===== src/rtl/psts_pkg.sv =====
// Package: shared types, constants and codes for the trade statistics table
package psts_pkg;

	localparam int DEF_ENTRIES = 64;

	localparam int TIME_W  = 48;
	localparam int SYM_W   = 24;
	localparam int QTY_W   = 20;
	localparam int PRICE_W = 20;
	localparam int SLOT_W  = 6;
	localparam int SUMQ_W  = 40;
	localparam int VAL_W   = 64;
	localparam int ST_W    = 2;
	localparam int PROD_W  = QTY_W + PRICE_W;

	localparam logic [ST_W-1:0] ST_UPDATED = 2'd0;
	localparam logic [ST_W-1:0] ST_NEW     = 2'd1;
	localparam logic [ST_W-1:0] ST_FULL    = 2'd2;
	localparam logic [ST_W-1:0] ST_EMPTY   = 2'd3;

	localparam logic CMD_TRADE = 1'b0;
	localparam logic CMD_READ  = 1'b1;

	// one table entry as stored in the statistics memory
	typedef struct packed {
		logic [TIME_W-1:0]  last_time;
		logic [TIME_W-1:0]  gap_max;
		logic [SUMQ_W-1:0]  qty_sum;
		logic [VAL_W-1:0]   value_sum;
		logic [PRICE_W-1:0] price_max;
	} entry_t;

	// request to the divider
	typedef struct packed {
		logic              start;
		logic [VAL_W-1:0]  dividend;
		logic [SUMQ_W-1:0] divisor;
	} div_req_t;

	// divider status
	typedef struct packed {
		logic               busy;
		logic               done;
		logic [PRICE_W-1:0] quotient;
	} div_rsp_t;

endpackage


===== src/rtl/psts_div.sv =====
// Module: radix-2 restoring divider with saturation of the quotient to the price width
module psts_div (
	input  logic                clk,
	input  logic                arst_n,
	input  psts_pkg::div_req_t  req,
	output psts_pkg::div_rsp_t  rsp
);
	import psts_pkg::*;

	localparam int CNT_W = $clog2(VAL_W + 1);

	logic [VAL_W-1:0]  quo_q;
	logic [SUMQ_W:0]   rem_q;
	logic [SUMQ_W-1:0] dvs_q;
	logic [CNT_W-1:0]  cnt_q;
	logic              busy_q;
	logic              done_q;

	logic [SUMQ_W+1:0] trial;
	logic [SUMQ_W:0]   shifted;

	// shift one dividend bit into the partial remainder
	always_comb begin
		shifted = {rem_q[SUMQ_W-1:0], quo_q[VAL_W-1]};
		trial   = {1'b0, shifted} - {2'b00, dvs_q};
	end

	// control
	always_ff @(posedge clk or negedge arst_n) begin
		if (!arst_n) begin
			busy_q <= 1'b0;
			done_q <= 1'b0;
			cnt_q  <= '0;
		end else begin
			done_q <= 1'b0;
			if (req.start) begin
				busy_q <= 1'b1;
				cnt_q  <= CNT_W'(VAL_W);
			end else if (busy_q) begin
				cnt_q <= cnt_q - 1'b1;
				if (cnt_q == CNT_W'(1)) begin
					busy_q <= 1'b0;
					done_q <= 1'b1;
				end
			end
		end
	end

	// datapath: one quotient bit per cycle
	always_ff @(posedge clk) begin
		if (req.start) begin
			quo_q <= req.dividend;
			rem_q <= '0;
			dvs_q <= req.divisor;
		end else if (busy_q) begin
			if (!trial[SUMQ_W+1]) begin
				rem_q <= trial[SUMQ_W:0];
				quo_q <= {quo_q[VAL_W-2:0], 1'b1};
			end else begin
				rem_q <= shifted;
				quo_q <= {quo_q[VAL_W-2:0], 1'b0};
			end
		end
	end

	assign rsp.busy     = busy_q;
	assign rsp.done     = done_q;
	assign rsp.quotient = (|quo_q[VAL_W-1:PRICE_W]) ? {PRICE_W{1'b1}} : quo_q[PRICE_W-1:0];

endmodule


===== config.mk =====
export PLATFORM = sky130hd
export DESIGN_NAME = psts_div
export DESIGN_NICKNAME = d
export VERILOG_FILES = /design/src/rtl/psts_pkg.sv /design/src/rtl/psts_div.sv
export SDC_FILE = /design/constraint.sdc
export NUM_CORES = 1
export LEC_CHECK = 0
export BUFFER_PORTS_ARGS = -buffer_cell sky130_fd_sc_hd__clkbuf_2
export CORE_ASPECT_RATIO = 1.1
export CORE_MARGIN = 8
export CORE_UTILIZATION = 62
export DETAILED_ROUTE_END_ITERATION = 8
export GPL_ROUTABILITY_DRIVEN = 0
export MAX_ROUTING_LAYER = met4
export PLACE_DENSITY = 0.95
export SLEW_MARGIN = 15
export SYNTH_ARGS = -nofsm -noshare
export SYNTH_HDL_FRONTEND = slang
export SYNTH_SLANG_ARGS = --single-unit

===== constraint.sdc =====
create_clock -name clk -period 4.8 [get_ports clk]
set_input_delay 0.48 -clock clk [delete_from_list [all_inputs] [get_ports clk]]
set_output_delay 0.48 -clock clk [all_outputs]
set_load 0.05 [all_outputs]

After elaboration in Yosys (flattened, before gate mapping) --
Cells that the tools add are included.
Operators by class: add/sub/neg operators 2, equality and inequality tests 1, multiplexer cells 13, reductions and logical operators 2
Operators with widths (number):
- 64-bit 2-to-1 mux | 2
- 44-bit OR reduction | 1
- 41-bit by 40-bit subtractor with 42-bit output | 1
- 40-bit 2-to-1 mux | 1
- 20-bit 2-to-1 mux | 1
- 7-bit 2-to-1 mux | 2
- 7-bit by 1-bit equality test with 1-bit output, second input constant | 1
- 1-bit 2-to-1 mux | 7
- 7-bit by 1-bit subtractor with 7-bit output, second input constant | 1
- 2-bit nonzero test | 1
Storage, ports and cells: bits in registers 153, input bits 107, word-level logic and storage cells 24

Depth between registers and ports, before layout --
Gate-level depths: netlist of run 1.
depth after elaboration 4, mapped depth 13

Least setup slack after synthesis of run 1 --
OpenSTA, ideal clock, no wires.
kind flip-flop to flip-flop, start register quo_q[63], end register rem_q[28], setup time 0.091 ns, data arrival time 3.035 ns, slack 1.674 ns, cell stages (with the launch flop) 14, cells stage by stage edfxtp_1 inv_1 ha_1 inv_1 fa_1 a21oi_1 o211ai_1 o2111ai_1 a2111oi_4 a311o_1 o2111ai_1 a21oi_1 or3b_1 a311oi_1
Between the ends: longest elaborated chain between the ends 2
RTL lines:
- from (decl) | RTL line psts_div.sv:12 | logic [VAL_W-1:0] quo_q;
- from (signal assigned) | RTL line psts_div.sv:52 | quo_q <= req.dividend;
- from (signal assigned) | RTL line psts_div.sv:58 | quo_q <= {quo_q[VAL_W-2:0], 1'b1};
- from (signal assigned) | RTL line psts_div.sv:61 | quo_q <= {quo_q[VAL_W-2:0], 1'b0};
- 41-bit by 40-bit subtractor with 42-bit output | RTL line psts_div.sv:25 | trial = {1'b0, shifted} - {2'b00, dvs_q};
- 40-bit 2-to-1 mux | RTL line psts_div.sv:56 | if (!trial[SUMQ_W+1]) begin
- to (signal assigned) | RTL line psts_div.sv:57 | rem_q <= trial[SUMQ_W:0];
- to (signal assigned) | RTL line psts_div.sv:60 | rem_q <= shifted;
- to (decl) | RTL line psts_div.sv:13 | logic [SUMQ_W:0] rem_q;
No other way between the ends. A chain may end at the register's enable or synchronous reset.

Worst setup path in the final report of run 1 --
start register dvs_q[31], end register rem_q[12]
Between the ends: longest elaborated chain between the ends 2
RTL lines:
- from (decl) | RTL line psts_div.sv:14 | logic [SUMQ_W-1:0] dvs_q;
- from (signal assigned) | RTL line psts_div.sv:54 | dvs_q <= req.divisor;
- 41-bit by 40-bit subtractor with 42-bit output | RTL line psts_div.sv:25
- 40-bit 2-to-1 mux | RTL line psts_div.sv:56
No other way between the ends.

==> flow_summary_export.csv, run 1 <==
group,metric,value,unit
status,status,"completed",
timing,final.setup.worst_slack,1.13,ns
setup_path,critPathRequiredTime,5.13,ns
global_routing,grt_max_degree,75,
die,dieArea,18100,sq um
global_routing,globalRouteMet3Util,6.80,%
die,core_area,13800,sq um
power_and_ir_drop,total_power,0.00488,W
setup_path,cpMaxStageDelayCell,"nor2_4",
die,fp.dieW,129,um
drt,vias_per_cell,6.10,
setup_path,crit_path_max_incr_delay,0.73,ns
drt,vias,6962,
logic_synthesis,syn_nets,977,
logic_synthesis,synth-main-ff-cell,"edfxtp_1",
timing,finalCritPeriodShare,76.5,%
cells_and_area,layout-drive-gt1-share,26.6,%
setup_path,critPathMaxFanout,34,
power_and_ir_drop,power_density,487,nW/um^2
logic_synthesis,seq_area_frac_synth,47.5,%
placement,port_buffers,128,
timing,rsz0062_at_grt,"false",
global_routing,grt_util_all_layers,24.6,%
die,rows,45,
timing,max_freq,0.272,GHz
flow_run,maxCapViolations,0,
drt,drt-total-wl,21100,um
timing,hold_violations,0,
timing,worstMarginPinSlew,0.891,ns
global_routing,grt_pass1_wl,34400,um
clock_network,path_clk_slew,0.06,ns
timing,setup-tns-final,0,ns
timing,drv_slew,0,
cells_and_area,nNetsFinal,1091,
global_routing,met2_usage,40.7,%
clock_network,tritoncts,"built",
logic_synthesis,synth_edf_count,104,
logic_synthesis,synth_area_per_cell,10.6,sq um
setup_path,critPathCaptureType,"flop",
drt,ant_nets,0,
drt,drc,0,
clock_network,cts-resized-gates,0,
global_routing,antenna_found_initial,0,
logic_synthesis,synthesis.instances,827,
min_path,hold_path_class,"in -> reg",
global_routing,globalRouteMet1Util,26.9,%
setup_path,cp_data_arrival_time,4.00,ns
clock_network,clock_latency,0.44,ns
logic_synthesis,async_reset_ff_share,5.88,%
power_and_ir_drop,p_leak,4.20,nW
global_routing,gr-max-usage-layer,"met2",
timing,setup_viol,0,
cells_and_area,n_antenna_cell,0,
setup_path,critPathBufInv,2,
clock_network,cts_max_level,4,
die,ioPinCount,129,
clock_network,cts_buffer_depth,2,
timing,fin_skew,0.0191,ns
timing,min_period,3.67,ns
setup_path,r2r_setup_slack,1.13,ns
clock_network,numCtsBuffers,17,
clock_network,cts_root_buffer,"clkbuf_16",
setup_path,path_cells,"inv_1, ha_1, inv_1, nor3_2, nand3_1, or4_4, o211ai_4, a211oi_2, nor2_4, nand2_1, a311oi_1",
global_routing,grt-ovfl-total,0,
setup_path,critPathMostFrequentCell,"inv_1",
logic_synthesis,synth_area,8730,sq um
setup_path,worstSetupPathType,"reg -> reg",
drt,first_iter_violations,600,
die,die_y,140,um
setup_path,path_delay_family,"simple AND/OR/NAND/NOR gates",
drt,wl_per_cell,18.5,um
clock_network,cts.sinks,153,
die,start_util,63.3,%
power_and_ir_drop,ir_drop,0.000294,V
placement,pre_cts_ws,1.19,ns
placement,dpl.hpwl,14900,um
logic_synthesis,yosys_warnings,0,
cells_and_area,area_growth,14.6,%
timing,slew_headroom,40.5,%
logic_synthesis,ys_ff_latch,153,
logic_synthesis,ys_types,74,
drt,first_pass_iters,7,
global_routing,first_global_vias,7193,
setup_path,start_kind,"flop",
-- routing by layer --
| metal | up-vias | wire (um) |
|---|---|---|
| li1 | 3280 | - |
| met1 | 3288 | 8230 |
| met2 | 330 | 10600 |
| met3 | 64 | 1640 |
| met4 | 0 | 624 |
| met5 | - | 0 |
-- area by class of cell --
cell class,instances,area (sq um)
Fill cell,912,3790
Inverter,62,233
Clock buffer,18,429
Timing Repair Buffer,134,694
Sequential cell,153,4150
Tap cell,188,235
Clock inverter,14,114
Multi-Input combinational cell,573,4150
-- placed cells by master, fill, tap and decap left out, types with 4 or more instances in the layout --
master	count
clkbuf_2	127
edfxtp_1	104
nand2_1	82
mux2_2	66
inv_1	60
nor2_1	60
ha_1	42
a21oi_1	41
dfxtp_1	40
a311oi_1	30
o21ai_0	27
nand2b_1	25
xnor2_1	22
a21o_1	19
clkbuf_16	17
nand3_1	16
nor4_1	13
xor2_1	13
a31oi_1	9
a211oi_1	9
nand4_1	8
dfrtp_1	8
o21bai_1	6
or3_1	5
inv_6	5
buf_4	5
o2111ai_1	4
and2_1	4
and3_1	4
o211ai_1	4
-- power breakdown --
part / leakage, nW / switching (W) / internal, W / total, W
sequential: 1.50 / 0.000187 / 0.00168 / 0.00187
combinational: 2.43 / 0.00103 / 0.000732 / 0.00176
clock: 0.267 / 0.000573 / 0.000673 / 0.00125
-- cells by family after synthesis --
group | after synthesis | share of synthesized area, %
and+or+nand+nor | 243 | 13.6
AOI/OAI and AO/OA | 186 | 15.6
DFF | 153 | 47.5
buffers and inverters | 101 | 5.03
muxes | 66 | 8.51
adders and majority gates | 43 | 6.25
xor gates and xnor gates | 35 | 3.51
-- through the flow --
stage	instance area, sq um	hold slack, ns	utilization, %	cells
5_1_grt	10000	0.204	72.5	1142
6_report	10000	0.219	72.5	1142
3_5_place_dp	9450	0.348	68.5	1109
4_1_cts	10000	0.211	72.5	1142
3_3_place_gp	9450	0.345	68.5	1109
2_1_floorplan	8730	0.184	-	827
-- final timing paths --
kind / start / cells after the start / end
worst max-delay path: dvs_q[31] / 11 / rem_q[12]
worst min-delay path: req[37] / 1 / dvs_q[37]
worst max register to register: dvs_q[31] / 11 / rem_q[12]
worst min register to register: rem_q[13] / 2 / rem_q[14]
max in group asynchronous: arst_n / 2 / busy_q
min in group asynchronous: arst_n / 2 / cnt_q[3]
-- cells in the mapped netlist, drive strengths merged, types with 3 or more instances --
library cell    n  area, sq um
edfxtp        104         3120
nand2          85          332
mux2           66          743
inv            62          233
nor2           61          236
ha             42          526
a21oi          41          205
dfxtp          40          801
a311oi         30          263
o21ai          28          140
nand2b         25          156
clkbuf         22         83.8
xnor2          22          193
a21o           19          143
buf            16          113
nand3          16         80.1
nor4           13         81.3
xor2           13          114
a211oi         10         80.1
a31oi           9         56.3
dfrtp           9          225
nand4           8         50.1
nor3            6         40.0
o21bai          6         45.0
o211ai          5         51.3
or3             5         31.3
a2111oi         4         55.1
a211o           4         43.8
and2            4         25.0
and3            4         25.0
o2111ai         4         35.0
a21boi          3         22.5
a31o            3         26.3
nor2b           3         18.8
o31ai           3         22.5
o41ai           3         45.1
or2             3         18.8
-- repair_timing --
item,4_1_cts,5_1_grt
setup buffers,0,0
setup endpoints to repair,0,0
hold buffers,1,0
endpoints found under the hold margin,9,0
-- registers in the layout, indices dropped and copies added, names as in the netlist --
name / flops
busy_q: 1
cnt_q: 7
done_q: 1
dvs_q: 40
quo_q: 64
rem_q: 40
No activity file was read; power rests on OpenSTA's default activity.
==> run 2, diff against run 1 <==
Settings changed: CORE_UTILIZATION 62 to 58, PLACE_DENSITY 0.95 to 0.92.
Clock period 4.8 ns to 3.4 ns, I/O delays scaled along.
==> run 2 against run 1 <==
  * Final cell count is 1.9% higher
  * Total power is 44% higher
  * Critical path depth is 2 higher
  * Die area is 6.1% higher
==> flow_summary_export.csv, run 2 (synthesis results as in run 1) <==
group,metric,value,unit
status,status,"completed",
timing,hold_violations,0,
timing,slew_headroom,47.3,%
die,ioPinCount,129,
setup_path,worstSetupPathType,"reg -> reg",
global_routing,first_global_vias,7069,
min_path,hold_start,"req[2]",
drt,wl_per_cell,18.2,um
drt,drt-total-wl,21200,um
cells_and_area,top_regs,"quo_q: 64 flops, dvs_q: 40 flops, rem_q: 40 flops",
clock_network,cts_root_buffer,"clkbuf_16",
cells_and_area,nNetsFinal,1105,
setup_path,path_cells,"inv_1, ha_1, inv_1, fa_1, a21oi_2, o211ai_1, o2111ai_2, a2111oi_4, a311o_1, o2111ai_2, a21oi_1, or3b_1, a311oi_1",
clock_network,tritoncts,"built",
flow_run,maxCapViolations,0,
setup_path,crit_path_max_incr_delay,0.44,ns
global_routing,grt_pass1_wl,34300,um
cells_and_area,n_antenna_cell,0,
clock_network,numCtsBuffers,17,
setup_path,reg2reg_from,"quo_q[63]",
drt,vias,6934,
timing,setup_viol,0,
setup_path,critPathMaxFanout,4,
setup_path,critPathBufInv,2,
min_path,min_path_cells,1,
clock_network,cts_max_level,4,
die,dieArea,19200,sq um
die,start_util,58.7,%
timing,final.setup.worst_slack,0.132,ns
cells_and_area,multi_input_area,4170,sq um
die,die_y,145,um
placement,dpl.hpwl,15100,um
placement,numPlacedInstances,1129,
global_routing,grt_max_degree,129,
timing,drv_slew,0,
setup_path,reg2reg_to,"rem_q[28]",
setup_path,cpMaxStageDelayCell,"a311o_1",
min_path,hold_end,"dvs_q[2]",
timing,finalCritPeriodShare,96.1,%
setup_path,worstRegToRegCells,13,
setup_path,critPathRequiredTime,3.73,ns
placement,placed_cell_area,9580,sq um
cells_and_area,final_area,10200,sq um
cells_and_area,area_growth,16.5,%
drt,vias_per_cell,5.96,
cells_and_area,stdcell_count,1164,
timing,worstMarginPinSlew,0.791,ns
cells_and_area,register_area,4150,sq um
timing,max_freq,0.306,GHz
cells_and_area,regMostFlops,"quo_q",
clock_network,path_clk_slew,0.07,ns
drt,ant_nets,0,
setup_path,path_delay_family,"compound AO/OA/AOI/OAI gates",
cells_and_area,final_util,68.4,%
global_routing,grt_util_all_layers,23.0,%
drt,first_pass_iters,5,
min_path,hold_path_class,"in -> reg",
setup_path,r2r_setup_slack,0.13,ns
global_routing,antenna_found_initial,0,
die,rows,47,
global_routing,grt-ovfl-total,0,
cells_and_area,fillers,1050,
setup_path,path_depth,13,
timing,min_period,3.27,ns
power_and_ir_drop,power_density,691,nW/um^2
placement,pre_cts_ws,-0.00522,ns
power_and_ir_drop,ir_drop,0.000505,V
timing,fin_skew,0.0118,ns
clock_network,cts.sinks,153,
clock_network,cts_buffer_depth,2,
die,fp.dieW,133,um
setup_path,start_kind,"flop",
setup_path,critPathCaptureType,"flop",
placement,port_buffers,128,
cells_and_area,largest_reg_flops,64,
cells_and_area,layout_common_cells,"clkbuf_2 (127), edfxtp_1 (104), nand2_1 (82)",
cells_and_area,layout-drive-gt1-share,28.1,%
drt,first_iter_violations,473,
cells_and_area,mostFrequentLayoutCell,"clkbuf_2",
power_and_ir_drop,p_leak,4.29,nW
drt,drc,0,
setup_path,cp_data_arrival_time,3.60,ns
timing,rsz0062_at_grt,"true",
clock_network,clock_latency,0.43,ns
die,core_area,14900,sq um
timing,whs,0.0844,ns
run 2: cell types whose count changed in the layout (fill, tap and decap cells not counted), moves of 2 or more:
cell | previous run | this run
o2111ai_2 | 0 | 2
inv_8 | 2 | 5
o2111ai_1 | 4 | 2
clkinv_4 | 3 | 1
buf_12 | 0 | 2
buf_4 | 5 | 17
run 2: metrics by stage:
stage,TNS [ns],total power [W]
final,0,0.00703
after global routing,-0.0281,0.00743
after CTS,0,0.00698
after detailed placement,-0.00522,0.00515
after global placement,0,0.00504
after floorplan,0,0.00453
run 2: cell type report:
class / count / area share [%]
multi-input cells: 573 / 41.0
flip-flops and latches: 153 / 40.8
repair buffers: 148 / 8.10
clock buffers: 17 / 4.18
well taps: 196 / 2.41
inverters: 62 / 2.29
clock inverters: 15 / 1.25
run 2: power breakdown:
group,internal (W),total [W],switching (W)
clock,0.000964,0.00180,0.000838
combinational,0.00111,0.00259,0.00148
sequential,0.00237,0.00264,0.000272
total,0.00444,0.00703,0.00259
run 2: worst max-delay path by stage:
| stage | from | end | slack (ns) |
|---|---|---|---|
| 6_report | quo_q[63] | rem_q[28] | 0.13 |
| 4_1_cts | quo_q[63] | rem_q[28] | 0.07 |
| 5_1_grt | dvs_q[12] | rem_q[6] | -0.02 |
| 3_5_place_dp | quo_q[63] | rem_q[28] | -0.005 |
| 2_1_floorplan | quo_q[63] | rem_q[28] | 0.27 |
| 3_3_place_gp | quo_q[63] | rem_q[28] | 0.17 |
run 2: metal layers:
metal	track usage [%]	wire length, um
met1	25.1	8450
met2	39.6	10700
met3	5.94	1540
met4	9.75	484
met5	-	0
run 2: timing repair:
item                       in CTS  in global routing
pin swaps                       0                  1
setup buffers                   0                  2
hold buffers                    1                  0
gates cloned                    0                  0
hold endpoints to repair        9                  0
gates resized for setup         1                  3
setup endpoints to repair       1                 20
run 2: worst reg2reg max path: stages, from the launching register on:
cell       delay, ns
edfxtp_1        0.42
inv_1           0.08
ha_1            0.16
inv_1           0.05
fa_1            0.41
a21oi_2         0.19
o211ai_1        0.13
o2111ai_2       0.16
a2111oi_4       0.14
a311o_1         0.44
o2111ai_2       0.27
a21oi_1         0.10
or3b_1          0.35
a311oi_1        0.27
